File: src/design/tlie_pkg.sv
// ----------------------------------------------------------------------------
// Two-level infix evaluator package
// Operator codes, pending-operation codes, Q16.16 limits and the sequencer
// state type.
// ----------------------------------------------------------------------------
`default_nettype none

package tlie_pkg;

  localparam int unsigned QW = 32;   // Q16.16 word width
  localparam int unsigned FW = 16;   // fraction bits

  localparam logic [QW-1:0] Q_MAX = {1'b0, {(QW-1){1'b1}}};
  localparam logic [QW-1:0] Q_MIN = {1'b1, {(QW-1){1'b0}}};

  // Operator carried by an input beat.
  localparam logic [1:0] OP_ADD = 2'd0;
  localparam logic [1:0] OP_SUB = 2'd1;
  localparam logic [1:0] OP_MUL = 2'd2;
  localparam logic [1:0] OP_DIV = 2'd3;

  // Pending additive operation.
  localparam logic [1:0] ADD_NONE  = 2'd0;
  localparam logic [1:0] ADD_PLUS  = 2'd1;
  localparam logic [1:0] ADD_MINUS = 2'd2;

  // Pending multiplicative operation.
  localparam logic [1:0] MUL_NONE   = 2'd0;
  localparam logic [1:0] MUL_TIMES  = 2'd1;
  localparam logic [1:0] MUL_DIVIDE = 2'd2;

  typedef enum logic [5:0] {
    ST_IDLE = 6'b000001,
    ST_MUL  = 6'b000010,
    ST_DIV  = 6'b000100,
    ST_FIX  = 6'b001000,
    ST_SUM  = 6'b010000,
    ST_EMIT = 6'b100000
  } state_t;

endpackage : tlie_pkg

`default_nettype wire

File: src/design/two_level_infix_evaluator_top.sv
// ----------------------------------------------------------------------------
// Two-level infix evaluator
// Folds a stream of Q16.16 operands into a left-associative expression where
// multiply and divide bind tighter than add and subtract. Multiply and divide
// run bit-serially on a shared 33-bit shift/add datapath.
// ----------------------------------------------------------------------------
//
//   channel | direction | handshake           | payload
//   --------+-----------+---------------------+---------------------------------
//   in_     | input     | in_valid/in_ready   | operand_value, next_operator,
//           |           |                     | last_operand
//   out_    | output    | out_valid/out_ready | result_value, error_flag
//
// An operand with no pending multiply or divide passes through the additive
// fold, then the emit state if it ends the expression. A pending multiply or
// divide adds one serial step per operand bit and one to round and saturate.
// A division by zero or a quotient known to overflow skips the serial pass.
// rst_n is synchronous; it clears the expression state and the output beat.
// A result waiting on out_ready does not block the next input beat; only the
// emit of the following result waits for the output register.
// ----------------------------------------------------------------------------
`default_nettype none

module two_level_infix_evaluator_top
  import tlie_pkg::*;
(
  input  wire logic                  clk,
  input  wire logic                  rst_n,
  input  wire logic                  in_valid,
  output      logic                  in_ready,
  input  wire logic signed [QW-1:0]  in_operand_value,
  input  wire logic [1:0]            in_next_operator,
  input  wire logic                  in_last_operand,
  output      logic                  out_valid,
  input  wire logic                  out_ready,
  output      logic signed [QW-1:0]  out_result_value,
  output      logic                  out_error_flag
);

  localparam int unsigned CW = $clog2(QW);

  state_t state_r, state_nxt;

  logic [QW-1:0] sum_r, sum_nxt;
  logic [1:0]    add_op_r, add_op_nxt;
  logic [QW-1:0] term_r, term_nxt;
  logic [1:0]    mul_op_r, mul_op_nxt;
  logic          err_r, err_nxt;
  logic [1:0]    op_r, op_nxt;
  logic          last_r, last_nxt;
  logic          neg_r, neg_nxt;
  logic          div_r, div_nxt;
  logic [QW-1:0] hi_r, hi_nxt;
  logic [QW-1:0] lo_r, lo_nxt;
  logic [QW-1:0] opnd_r, opnd_nxt;
  logic [CW-1:0] cnt_r, cnt_nxt;
  logic          out_valid_r, out_valid_nxt;
  logic [QW-1:0] out_result_r, out_result_nxt;
  logic          out_error_r, out_error_nxt;

  logic          in_fire;
  logic          out_free;
  logic [QW-1:0] abs_v;
  logic [QW-1:0] abs_t;
  logic          neg_in;
  logic          div_ovf;
  logic [QW-1:0] sat_in;

  // Serial step datapath.
  logic [QW-1:0] addend;
  logic [QW:0]   msum;
  logic [QW:0]   rsh;
  logic          ge;
  logic [QW-1:0] rdiff;

  // Rounding and saturation of the serial result.
  logic [QW+FW-1:0] prod_q;
  logic [QW+FW-1:0] prod_ceil;
  logic             mul_ovf_pos;
  logic             mul_ovf_neg;
  logic             div_ovf_pos;
  logic             div_ovf_neg;
  logic [QW-1:0]    fix_mag;
  logic             fix_ovf;
  logic [QW-1:0]    sat_fix;

  // Additive fold.
  logic [QW:0]   s33;
  logic          sum_ovf;
  logic [QW-1:0] sum_sat;

  assign in_ready = (state_r == ST_IDLE);
  assign in_fire  = in_valid && in_ready;
  assign out_free = !out_valid_r || out_ready;

  assign abs_v  = in_operand_value[QW-1] ? (~in_operand_value + 1'b1) : in_operand_value;
  assign abs_t  = term_r[QW-1] ? (~term_r + 1'b1) : term_r;
  assign neg_in = term_r[QW-1] ^ in_operand_value[QW-1];
  assign sat_in = neg_in ? Q_MIN : Q_MAX;

  // The quotient reaches 2^32 or more exactly when the integer part of the
  // dividend is at least the divisor.
  assign div_ovf = ({{FW{1'b0}}, abs_t[QW-1:FW]} >= abs_v);

  assign addend = lo_r[0] ? opnd_r : '0;
  assign msum   = {1'b0, hi_r[QW-1:0]} + {1'b0, addend};
  assign rsh    = {hi_r[QW-1:0], lo_r[QW-1]};
  assign ge     = (rsh >= {1'b0, opnd_r});
  // The new remainder is below the divisor, so it fits the low word.
  assign rdiff  = rsh[QW-1:0] - opnd_r;

  // After the multiply pass the magnitude of the product is {hi, lo}.
  assign prod_q    = {hi_r[QW-1:0], lo_r[QW-1:FW]};
  assign prod_ceil = prod_q + {{(QW+FW-1){1'b0}}, |lo_r[FW-1:0]};

  assign mul_ovf_pos = |prod_q[QW+FW-1:QW-1];
  assign mul_ovf_neg = (|prod_ceil[QW+FW-1:QW]) || (prod_ceil[QW-1] && |prod_ceil[QW-2:0]);
  assign div_ovf_pos = lo_r[QW-1];
  assign div_ovf_neg = lo_r[QW-1] && |lo_r[QW-2:0];

  always_comb begin
    if (div_r) begin
      fix_mag = lo_r;
      fix_ovf = neg_r ? div_ovf_neg : div_ovf_pos;
    end else begin
      fix_mag = neg_r ? prod_ceil[QW-1:0] : prod_q[QW-1:0];
      fix_ovf = neg_r ? mul_ovf_neg : mul_ovf_pos;
    end
  end

  assign sat_fix = neg_r ? Q_MIN : Q_MAX;

  always_comb begin
    case (add_op_r)
      ADD_PLUS:  s33 = {sum_r[QW-1], sum_r} + {term_r[QW-1], term_r};
      ADD_MINUS: s33 = {sum_r[QW-1], sum_r} - {term_r[QW-1], term_r};
      default:   s33 = {term_r[QW-1], term_r};
    endcase
  end

  assign sum_ovf = s33[QW] != s33[QW-1];
  assign sum_sat = s33[QW] ? Q_MIN : Q_MAX;

  always_comb begin
    state_nxt      = state_r;
    sum_nxt        = sum_r;
    add_op_nxt     = add_op_r;
    term_nxt       = term_r;
    mul_op_nxt     = mul_op_r;
    err_nxt        = err_r;
    op_nxt         = op_r;
    last_nxt       = last_r;
    neg_nxt        = neg_r;
    div_nxt        = div_r;
    hi_nxt         = hi_r;
    lo_nxt         = lo_r;
    opnd_nxt       = opnd_r;
    cnt_nxt        = cnt_r;
    out_valid_nxt  = out_valid_r && !out_ready;
    out_result_nxt = out_result_r;
    out_error_nxt  = out_error_r;

    case (state_r)
      ST_IDLE: begin
        if (in_fire) begin
          op_nxt   = in_next_operator;
          last_nxt = in_last_operand;
          neg_nxt  = neg_in;
          cnt_nxt  = '0;
          case (mul_op_r)
            MUL_TIMES: begin
              div_nxt   = 1'b0;
              hi_nxt    = '0;
              lo_nxt    = abs_v;
              opnd_nxt  = abs_t;
              state_nxt = ST_MUL;
            end
            MUL_DIVIDE: begin
              div_nxt = 1'b1;
              if (in_operand_value == '0) begin
                term_nxt  = term_r[QW-1] ? Q_MIN : Q_MAX;
                err_nxt   = 1'b1;
                state_nxt = ST_SUM;
              end else if (div_ovf) begin
                term_nxt  = sat_in;
                err_nxt   = 1'b1;
                state_nxt = ST_SUM;
              end else begin
                // Remainder starts at the integer part; the fraction bits and
                // sixteen zeros shift in from the low word.
                hi_nxt    = {{FW{1'b0}}, abs_t[QW-1:FW]};
                lo_nxt    = {abs_t[FW-1:0], {FW{1'b0}}};
                opnd_nxt  = abs_v;
                state_nxt = ST_DIV;
              end
            end
            default: begin
              term_nxt  = in_operand_value;
              state_nxt = ST_SUM;
            end
          endcase
        end
      end

      ST_MUL: begin
        hi_nxt  = msum[QW:1];
        lo_nxt  = {msum[0], lo_r[QW-1:1]};
        cnt_nxt = cnt_r + 1'b1;
        if (cnt_r == CW'(QW - 1)) begin
          state_nxt = ST_FIX;
        end
      end

      ST_DIV: begin
        hi_nxt  = ge ? rdiff : rsh[QW-1:0];
        lo_nxt  = {lo_r[QW-2:0], ge};
        cnt_nxt = cnt_r + 1'b1;
        if (cnt_r == CW'(QW - 1)) begin
          state_nxt = ST_FIX;
        end
      end

      ST_FIX: begin
        if (fix_ovf) begin
          term_nxt = sat_fix;
          err_nxt  = 1'b1;
        end else begin
          term_nxt = neg_r ? (~fix_mag + 1'b1) : fix_mag;
        end
        state_nxt = ST_SUM;
      end

      ST_SUM: begin
        if (last_r || (op_r inside {OP_ADD, OP_SUB})) begin
          if (sum_ovf) begin
            sum_nxt = sum_sat;
            err_nxt = 1'b1;
          end else begin
            sum_nxt = s33[QW-1:0];
          end
        end
        if (last_r) begin
          state_nxt = ST_EMIT;
        end else begin
          if (op_r inside {OP_ADD, OP_SUB}) begin
            add_op_nxt = (op_r == OP_ADD) ? ADD_PLUS : ADD_MINUS;
            mul_op_nxt = MUL_NONE;
            term_nxt   = '0;
          end else begin
            mul_op_nxt = (op_r == OP_MUL) ? MUL_TIMES : MUL_DIVIDE;
          end
          state_nxt = ST_IDLE;
        end
      end

      ST_EMIT: begin
        // Hold here until the output register can take the result beat.
        if (out_free) begin
          out_valid_nxt  = 1'b1;
          out_result_nxt = sum_r;
          out_error_nxt  = err_r;
          sum_nxt        = '0;
          add_op_nxt     = ADD_NONE;
          term_nxt       = '0;
          mul_op_nxt     = MUL_NONE;
          err_nxt        = 1'b0;
          state_nxt      = ST_IDLE;
        end
      end

      default: begin
        state_nxt = ST_IDLE;
      end
    endcase
  end

  always_ff @(posedge clk) begin
    if (!rst_n) begin
      state_r     <= ST_IDLE;
      sum_r       <= '0;
      add_op_r    <= ADD_NONE;
      term_r      <= '0;
      mul_op_r    <= MUL_NONE;
      err_r       <= 1'b0;
      out_valid_r <= 1'b0;
      cnt_r       <= '0;
    end else begin
      state_r     <= state_nxt;
      sum_r       <= sum_nxt;
      add_op_r    <= add_op_nxt;
      term_r      <= term_nxt;
      mul_op_r    <= mul_op_nxt;
      err_r       <= err_nxt;
      out_valid_r <= out_valid_nxt;
      cnt_r       <= cnt_nxt;
    end
  end

  always_ff @(posedge clk) begin
    op_r         <= op_nxt;
    last_r       <= last_nxt;
    neg_r        <= neg_nxt;
    div_r        <= div_nxt;
    hi_r         <= hi_nxt;
    lo_r         <= lo_nxt;
    opnd_r       <= opnd_nxt;
    out_result_r <= out_result_nxt;
    out_error_r  <= out_error_nxt;
  end

  assign out_valid        = out_valid_r;
  assign out_result_value = out_result_r;
  assign out_error_flag   = out_error_r;

  // A result beat only appears out of the emit state.
  a_emit_source: assert property (@(posedge clk) disable iff (!rst_n)
    $rose(out_valid_r) |-> $past(state_r == ST_EMIT))
    else $error("result beat raised outside the emit state");

  // An operand with nothing pending goes straight to the additive fold.
  a_plain_operand: assert property (@(posedge clk) disable iff (!rst_n)
    (in_fire && mul_op_r == MUL_NONE) |=> (state_r == ST_SUM))
    else $error("plain operand did not go to the additive fold");

  // A pending multiply starts the serial pass with a cleared bit counter.
  a_mul_start: assert property (@(posedge clk) disable iff (!rst_n)
    (in_fire && mul_op_r == MUL_TIMES) |=> (state_r == ST_MUL && cnt_r == '0))
    else $error("multiply pass did not start cleanly");

  // Emitting a result returns the expression state to its cleared form.
  a_emit_clears: assert property (@(posedge clk) disable iff (!rst_n)
    (state_r == ST_EMIT && out_free) |=>
      (add_op_r == ADD_NONE && mul_op_r == MUL_NONE && !err_r && sum_r == '0))
    else $error("expression state not cleared after emit");

endmodule : two_level_infix_evaluator_top

`default_nettype wire
File: config.mk
export PLATFORM = sky130hd
export DESIGN_NAME = two_level_infix_evaluator_top
export DESIGN_NICKNAME = d
export VERILOG_FILES = /design/src/design/tlie_pkg.sv /design/src/design/two_level_infix_evaluator_top.sv
export SDC_FILE = /design/constraint.sdc
export NUM_CORES = 1
export LEC_CHECK = 0
export ABC_AREA = 1
export ABC_CLOCK_PERIOD_IN_PS = 5500
export BUFFER_PORTS_ARGS = -buffer_cell sky130_fd_sc_hd__buf_2
export CAP_MARGIN = 0
export CORE_MARGIN = 2
export CORE_UTILIZATION = 45
export DETAILED_ROUTE_END_ITERATION = 12
export PLACE_DENSITY_LB_ADDON = 0.12
export SYNTH_ARGS = -nofsm -noshare
export SYNTH_HDL_FRONTEND = slang
export SYNTH_SLANG_ARGS = --single-unit
File: constraint.sdc
create_clock -name clk -period 5.5 [get_ports clk]
set_input_delay 1.1 -clock clk [delete_from_list [all_inputs] [get_ports clk]]
set_output_delay 1.1 -clock clk [all_outputs]
set_load 0.1 [all_outputs]
==> flow_summary.yaml <==
run_status:
  status: "finished, final reports clean"
clock_tree:
  cts_hold_buf: 0
  cts_tree: "built"
  htreeDepth: 1
  cts_resized: 0
  clock_sinks: 215
  insertion_delay_ns: 0.57
  cts_made_buffers: 27
  cts-root-buf: "clkbuf_16"
  clk_path_buf_depth: 3
  post_cts_buffers: 0
  clk_pin_slew_ns: 0.06
synth:
  synthTopCellsByCount: "nand2_1 (997), inv_1 (425), nor2_1 (346)"
  synth_area_leaders: "edfxtp_1 (18%), nand2_1 (17%), o21ai_0 (7.4%), dfxtp_1 (7.4%), inv_1 (7.2%)"
  synth_top_area_share_pct: 18.27
  synthSimpleGateAreaFrac_pct: 34.18
  muxShareOfSynthArea_pct: 0.04546
  yosysWarnings: 0
  synth_top_family_by_area: "simple AND/OR/NAND/NOR gates"
  yosys.area.top_type: "edfxtp_1"
  synth_xor_area_share_pct: 3.500
  synth_seq_cells: 215
  synthCells: 3536
  syn_avg_cell_area_sq_um: 6.227
  yosys.cell_count.top_type: "nand2_1"
  ys_types: 60
  synth_fp_nets: 3701
  netlist_area_sq_mm: 0.02202
  synthArstFlopShare_pct: 0
  ys_seq_area_share_pct: 25.64
  dominantRegCellSynth: "edfxtp_1"
  synth_edf_count: 134
  synthAdderAreaFrac_pct: 7.262
  synth_compound_area_share_pct: 19.65
finish:
  syn_to_final_growth_pct: 9.256
  fin_area_sq_mm: 0.02406
  final_core_util_pct: 49.45
  n_antenna_cell: 0
  fin_nets: 3738
  drive_gt1_share_pct: 7.290
global_routing:
  grtUsageTotal_pct: 35.60
  grt_antenna_before_repair: 0
  busiest_layer: "met2"
  use_met3_pct: 3.338
  grt-ovfl-total: 0
  grt_pass1_vias: 23170
  grt_pass1_wl_mm: 138.2
  met2_usage_pct: 58.96
  use_met1_pct: 47.70
  grt_max_degree: 69
drt:
  initialDrtViolationCount: 2569
  drc: 0
  ant_nets: 0
  via_per_inst: 5.883
  drt-total-wl_mm: 91.71
  wl_per_cell_um: 21.75
  vias: 24800
  drt-pass1-iter-count: 9
setup_path:
  cpMaxStageDelayCell: "ha_1"
  path_delay_family: "simple AND/OR/NAND/NOR gates"
  crit_type: "flop to flop"
  timing.rr.start: "term_r[0]"
  start_kind: "flop"
  path_max_fanout: 31
  r2r-end: "sum_r[23]"
  cp.arrival_ns: 5.38
  max_stage_delay_ns: 0.42
  cp.required_ns: 5.99
  reg2reg_depth: 29
  worst-path-buf-inv: 6
  rrSetupSlack_ns: 0.62
  crit_path_end_kind: "flop"
worst_hold_path:
  min_to: "out_error_flag"
  min_from: "err_r"
  hold_depth: 0
  min_path_type: "flop to flop"
timing:
  setup_violations: 0
  timing.fmax_mhz: 204.8
  finalMaxSlewViolations: 0
  skew_ns: 0.01232
  slew_headroom_pct: 6.031
  setup_ws_ns: 0.6172
  rsz0062_at_grt: "no"
  tightest_slew_ns: 1.404
  hold_violations: 0
  fin_crit_sh_pct: 88.78
  min_period_ns: 4.883
  final.setup.tns_ns: 0
placed_design:
  dpl.hpwl_mm: 73.77
  gp_congestion: 1.033
  detailedPlace.worstSlack_ns: 0.5930
  io_buffers: 73
  placed_cell_area_sq_mm: 0.02312
floorplan:
  start_util_pct: 45.26
  die_x_um: 225.2
  rows: 81
  core_area_sq_mm: 0.04865
  num_io_pins: 74
  dieHeight_um: 225.2
  die_area_sq_mm: 0.05072
power:
  finalPower_mw: 12.95
  ir_drop_mv: 0.2990
  leakage_nw: 11.29
  power.density_mw_per_mm2: 538.2
flow_run:
  cap_violations: 0
final cells by class:
cell class	instances	area, sq um
Clock inverter	11	102.6
Timing Repair Buffer	127	795.8
Tap cell	622	778.2
Clock buffer	39	824.5
Fill cell	5127	24590
Multi-Input combinational cell	2763	14260
Inverter	439	1648
Sequential cell	215	5645
cells by family (layout without fill, tap and decap cells):
kind of cell / Yosys count / count (layout)
flip-flops: 215 / 215
multiplexers: 1 / 1
AO/OA/AOI/OAI: 777 / 777
AND/OR/NAND/NOR: 1771 / 1771
buffers and inverters: 558 / 616
adder cells (fa/ha/maj): 126 / 126
XOR/XNOR: 88 / 88
worst reg2reg max path, delay by kind of cell, from the launching register on:
kind | cells | cell delay [ns]
AOI/OAI and AO/OA | 3 | 0.48
xor gates and xnor gates | 1 | 0.17
adders and majority gates | 2 | 0.63
buffers and inverters | 6 | 0.73
DFF | 1 | 0.35
and+or+nand+nor | 17 | 2.46
report_power, final:
| group | total, mW | internal [mW] | leakage (nW) | switching [mW] |
|---|---|---|---|---|
| Sequential | 3.18 | 2.31 | 1.91 | 0.877 |
| Clock | 1.87 | 1.10 | 0.458 | 0.771 |
| Combinational | 7.90 | 2.41 | 8.91 | 5.49 |
through the flow:
stage	instances	hold slack [ns]
4_1_cts	4216	0.4524
3_3_place_gp	4166	0.4236
5_1_grt	4216	0.4603
3_5_place_dp	4166	0.4183
6_report	4216	0.4516
2_1_floorplan	3536	0.4082
worst max path at each step:
stage	from	endpoint	slack [ns]	cells past startpoint
6_report	term_r[0]	sum_r[23]	0.62	29
2_1_floorplan	in_operand_value[31]	hi_r[0]	0.48	20
5_1_grt	term_r[0]	sum_r[14]	0.02	29
3_5_place_dp	in_operand_value[1]	hi_r[30]	0.59	19
3_3_place_gp	term_r[0]	sum_r[28]	0.75	28
4_1_cts	term_r[0]	sum_r[22]	0.62	29
registers in the layout, summed over array words and instances, names as in the netlist, 2 cells and up, named ones only:
name / flops
hi_r: 32
mul_op_r: 2
add_op_r: 2
term_r: 31
sum_r: 32
op_r: 2
state_r: 6
out_result_value: 32
cnt_r: 5
opnd_r: 32
lo_r: 32
layout by cell type, fill, tap and decap left out, types with 4 or more instances in the layout:
| master | count |
|---|---|
| a211oi_1 | 8 |
| a21boi_0 | 15 |
| a21o_1 | 13 |
| a21oi_1 | 287 |
| a21oi_2 | 11 |
| a221oi_1 | 7 |
| a31oi_1 | 10 |
| buf_2 | 73 |
| buf_4 | 52 |
| clkbuf_1 | 5 |
| clkbuf_16 | 30 |
| clkbuf_8 | 4 |
| clkinv_1 | 7 |
| dfxtp_1 | 81 |
| edfxtp_1 | 134 |
| ha_1 | 122 |
| inv_1 | 423 |
| inv_2 | 10 |
| nand2_1 | 996 |
| nand2_2 | 22 |
| nand3_1 | 235 |
| nand3b_1 | 5 |
| nand4_1 | 60 |
| nor2_1 | 345 |
| nor2_2 | 10 |
| nor2_4 | 5 |
| nor2_8 | 5 |
| nor3_1 | 41 |
| nor4_1 | 16 |
| o211ai_1 | 23 |
| o21a_1 | 9 |
| o21ai_0 | 327 |
| o21ai_1 | 13 |
| o21bai_1 | 8 |
| o221ai_1 | 22 |
| o22ai_1 | 10 |
| or2_2 | 12 |
| xnor2_1 | 28 |
| xor2_1 | 60 |
layer usage:
metal / share of wire [%] / vias up
met1: 43 / 11650
met4: 4.4 / 0
met3: 7.0 / 199
li1: - / 11860
met2: 46 / 1096
met5: 0 / -
No activity file was read; power rests on OpenSTA's default activity.
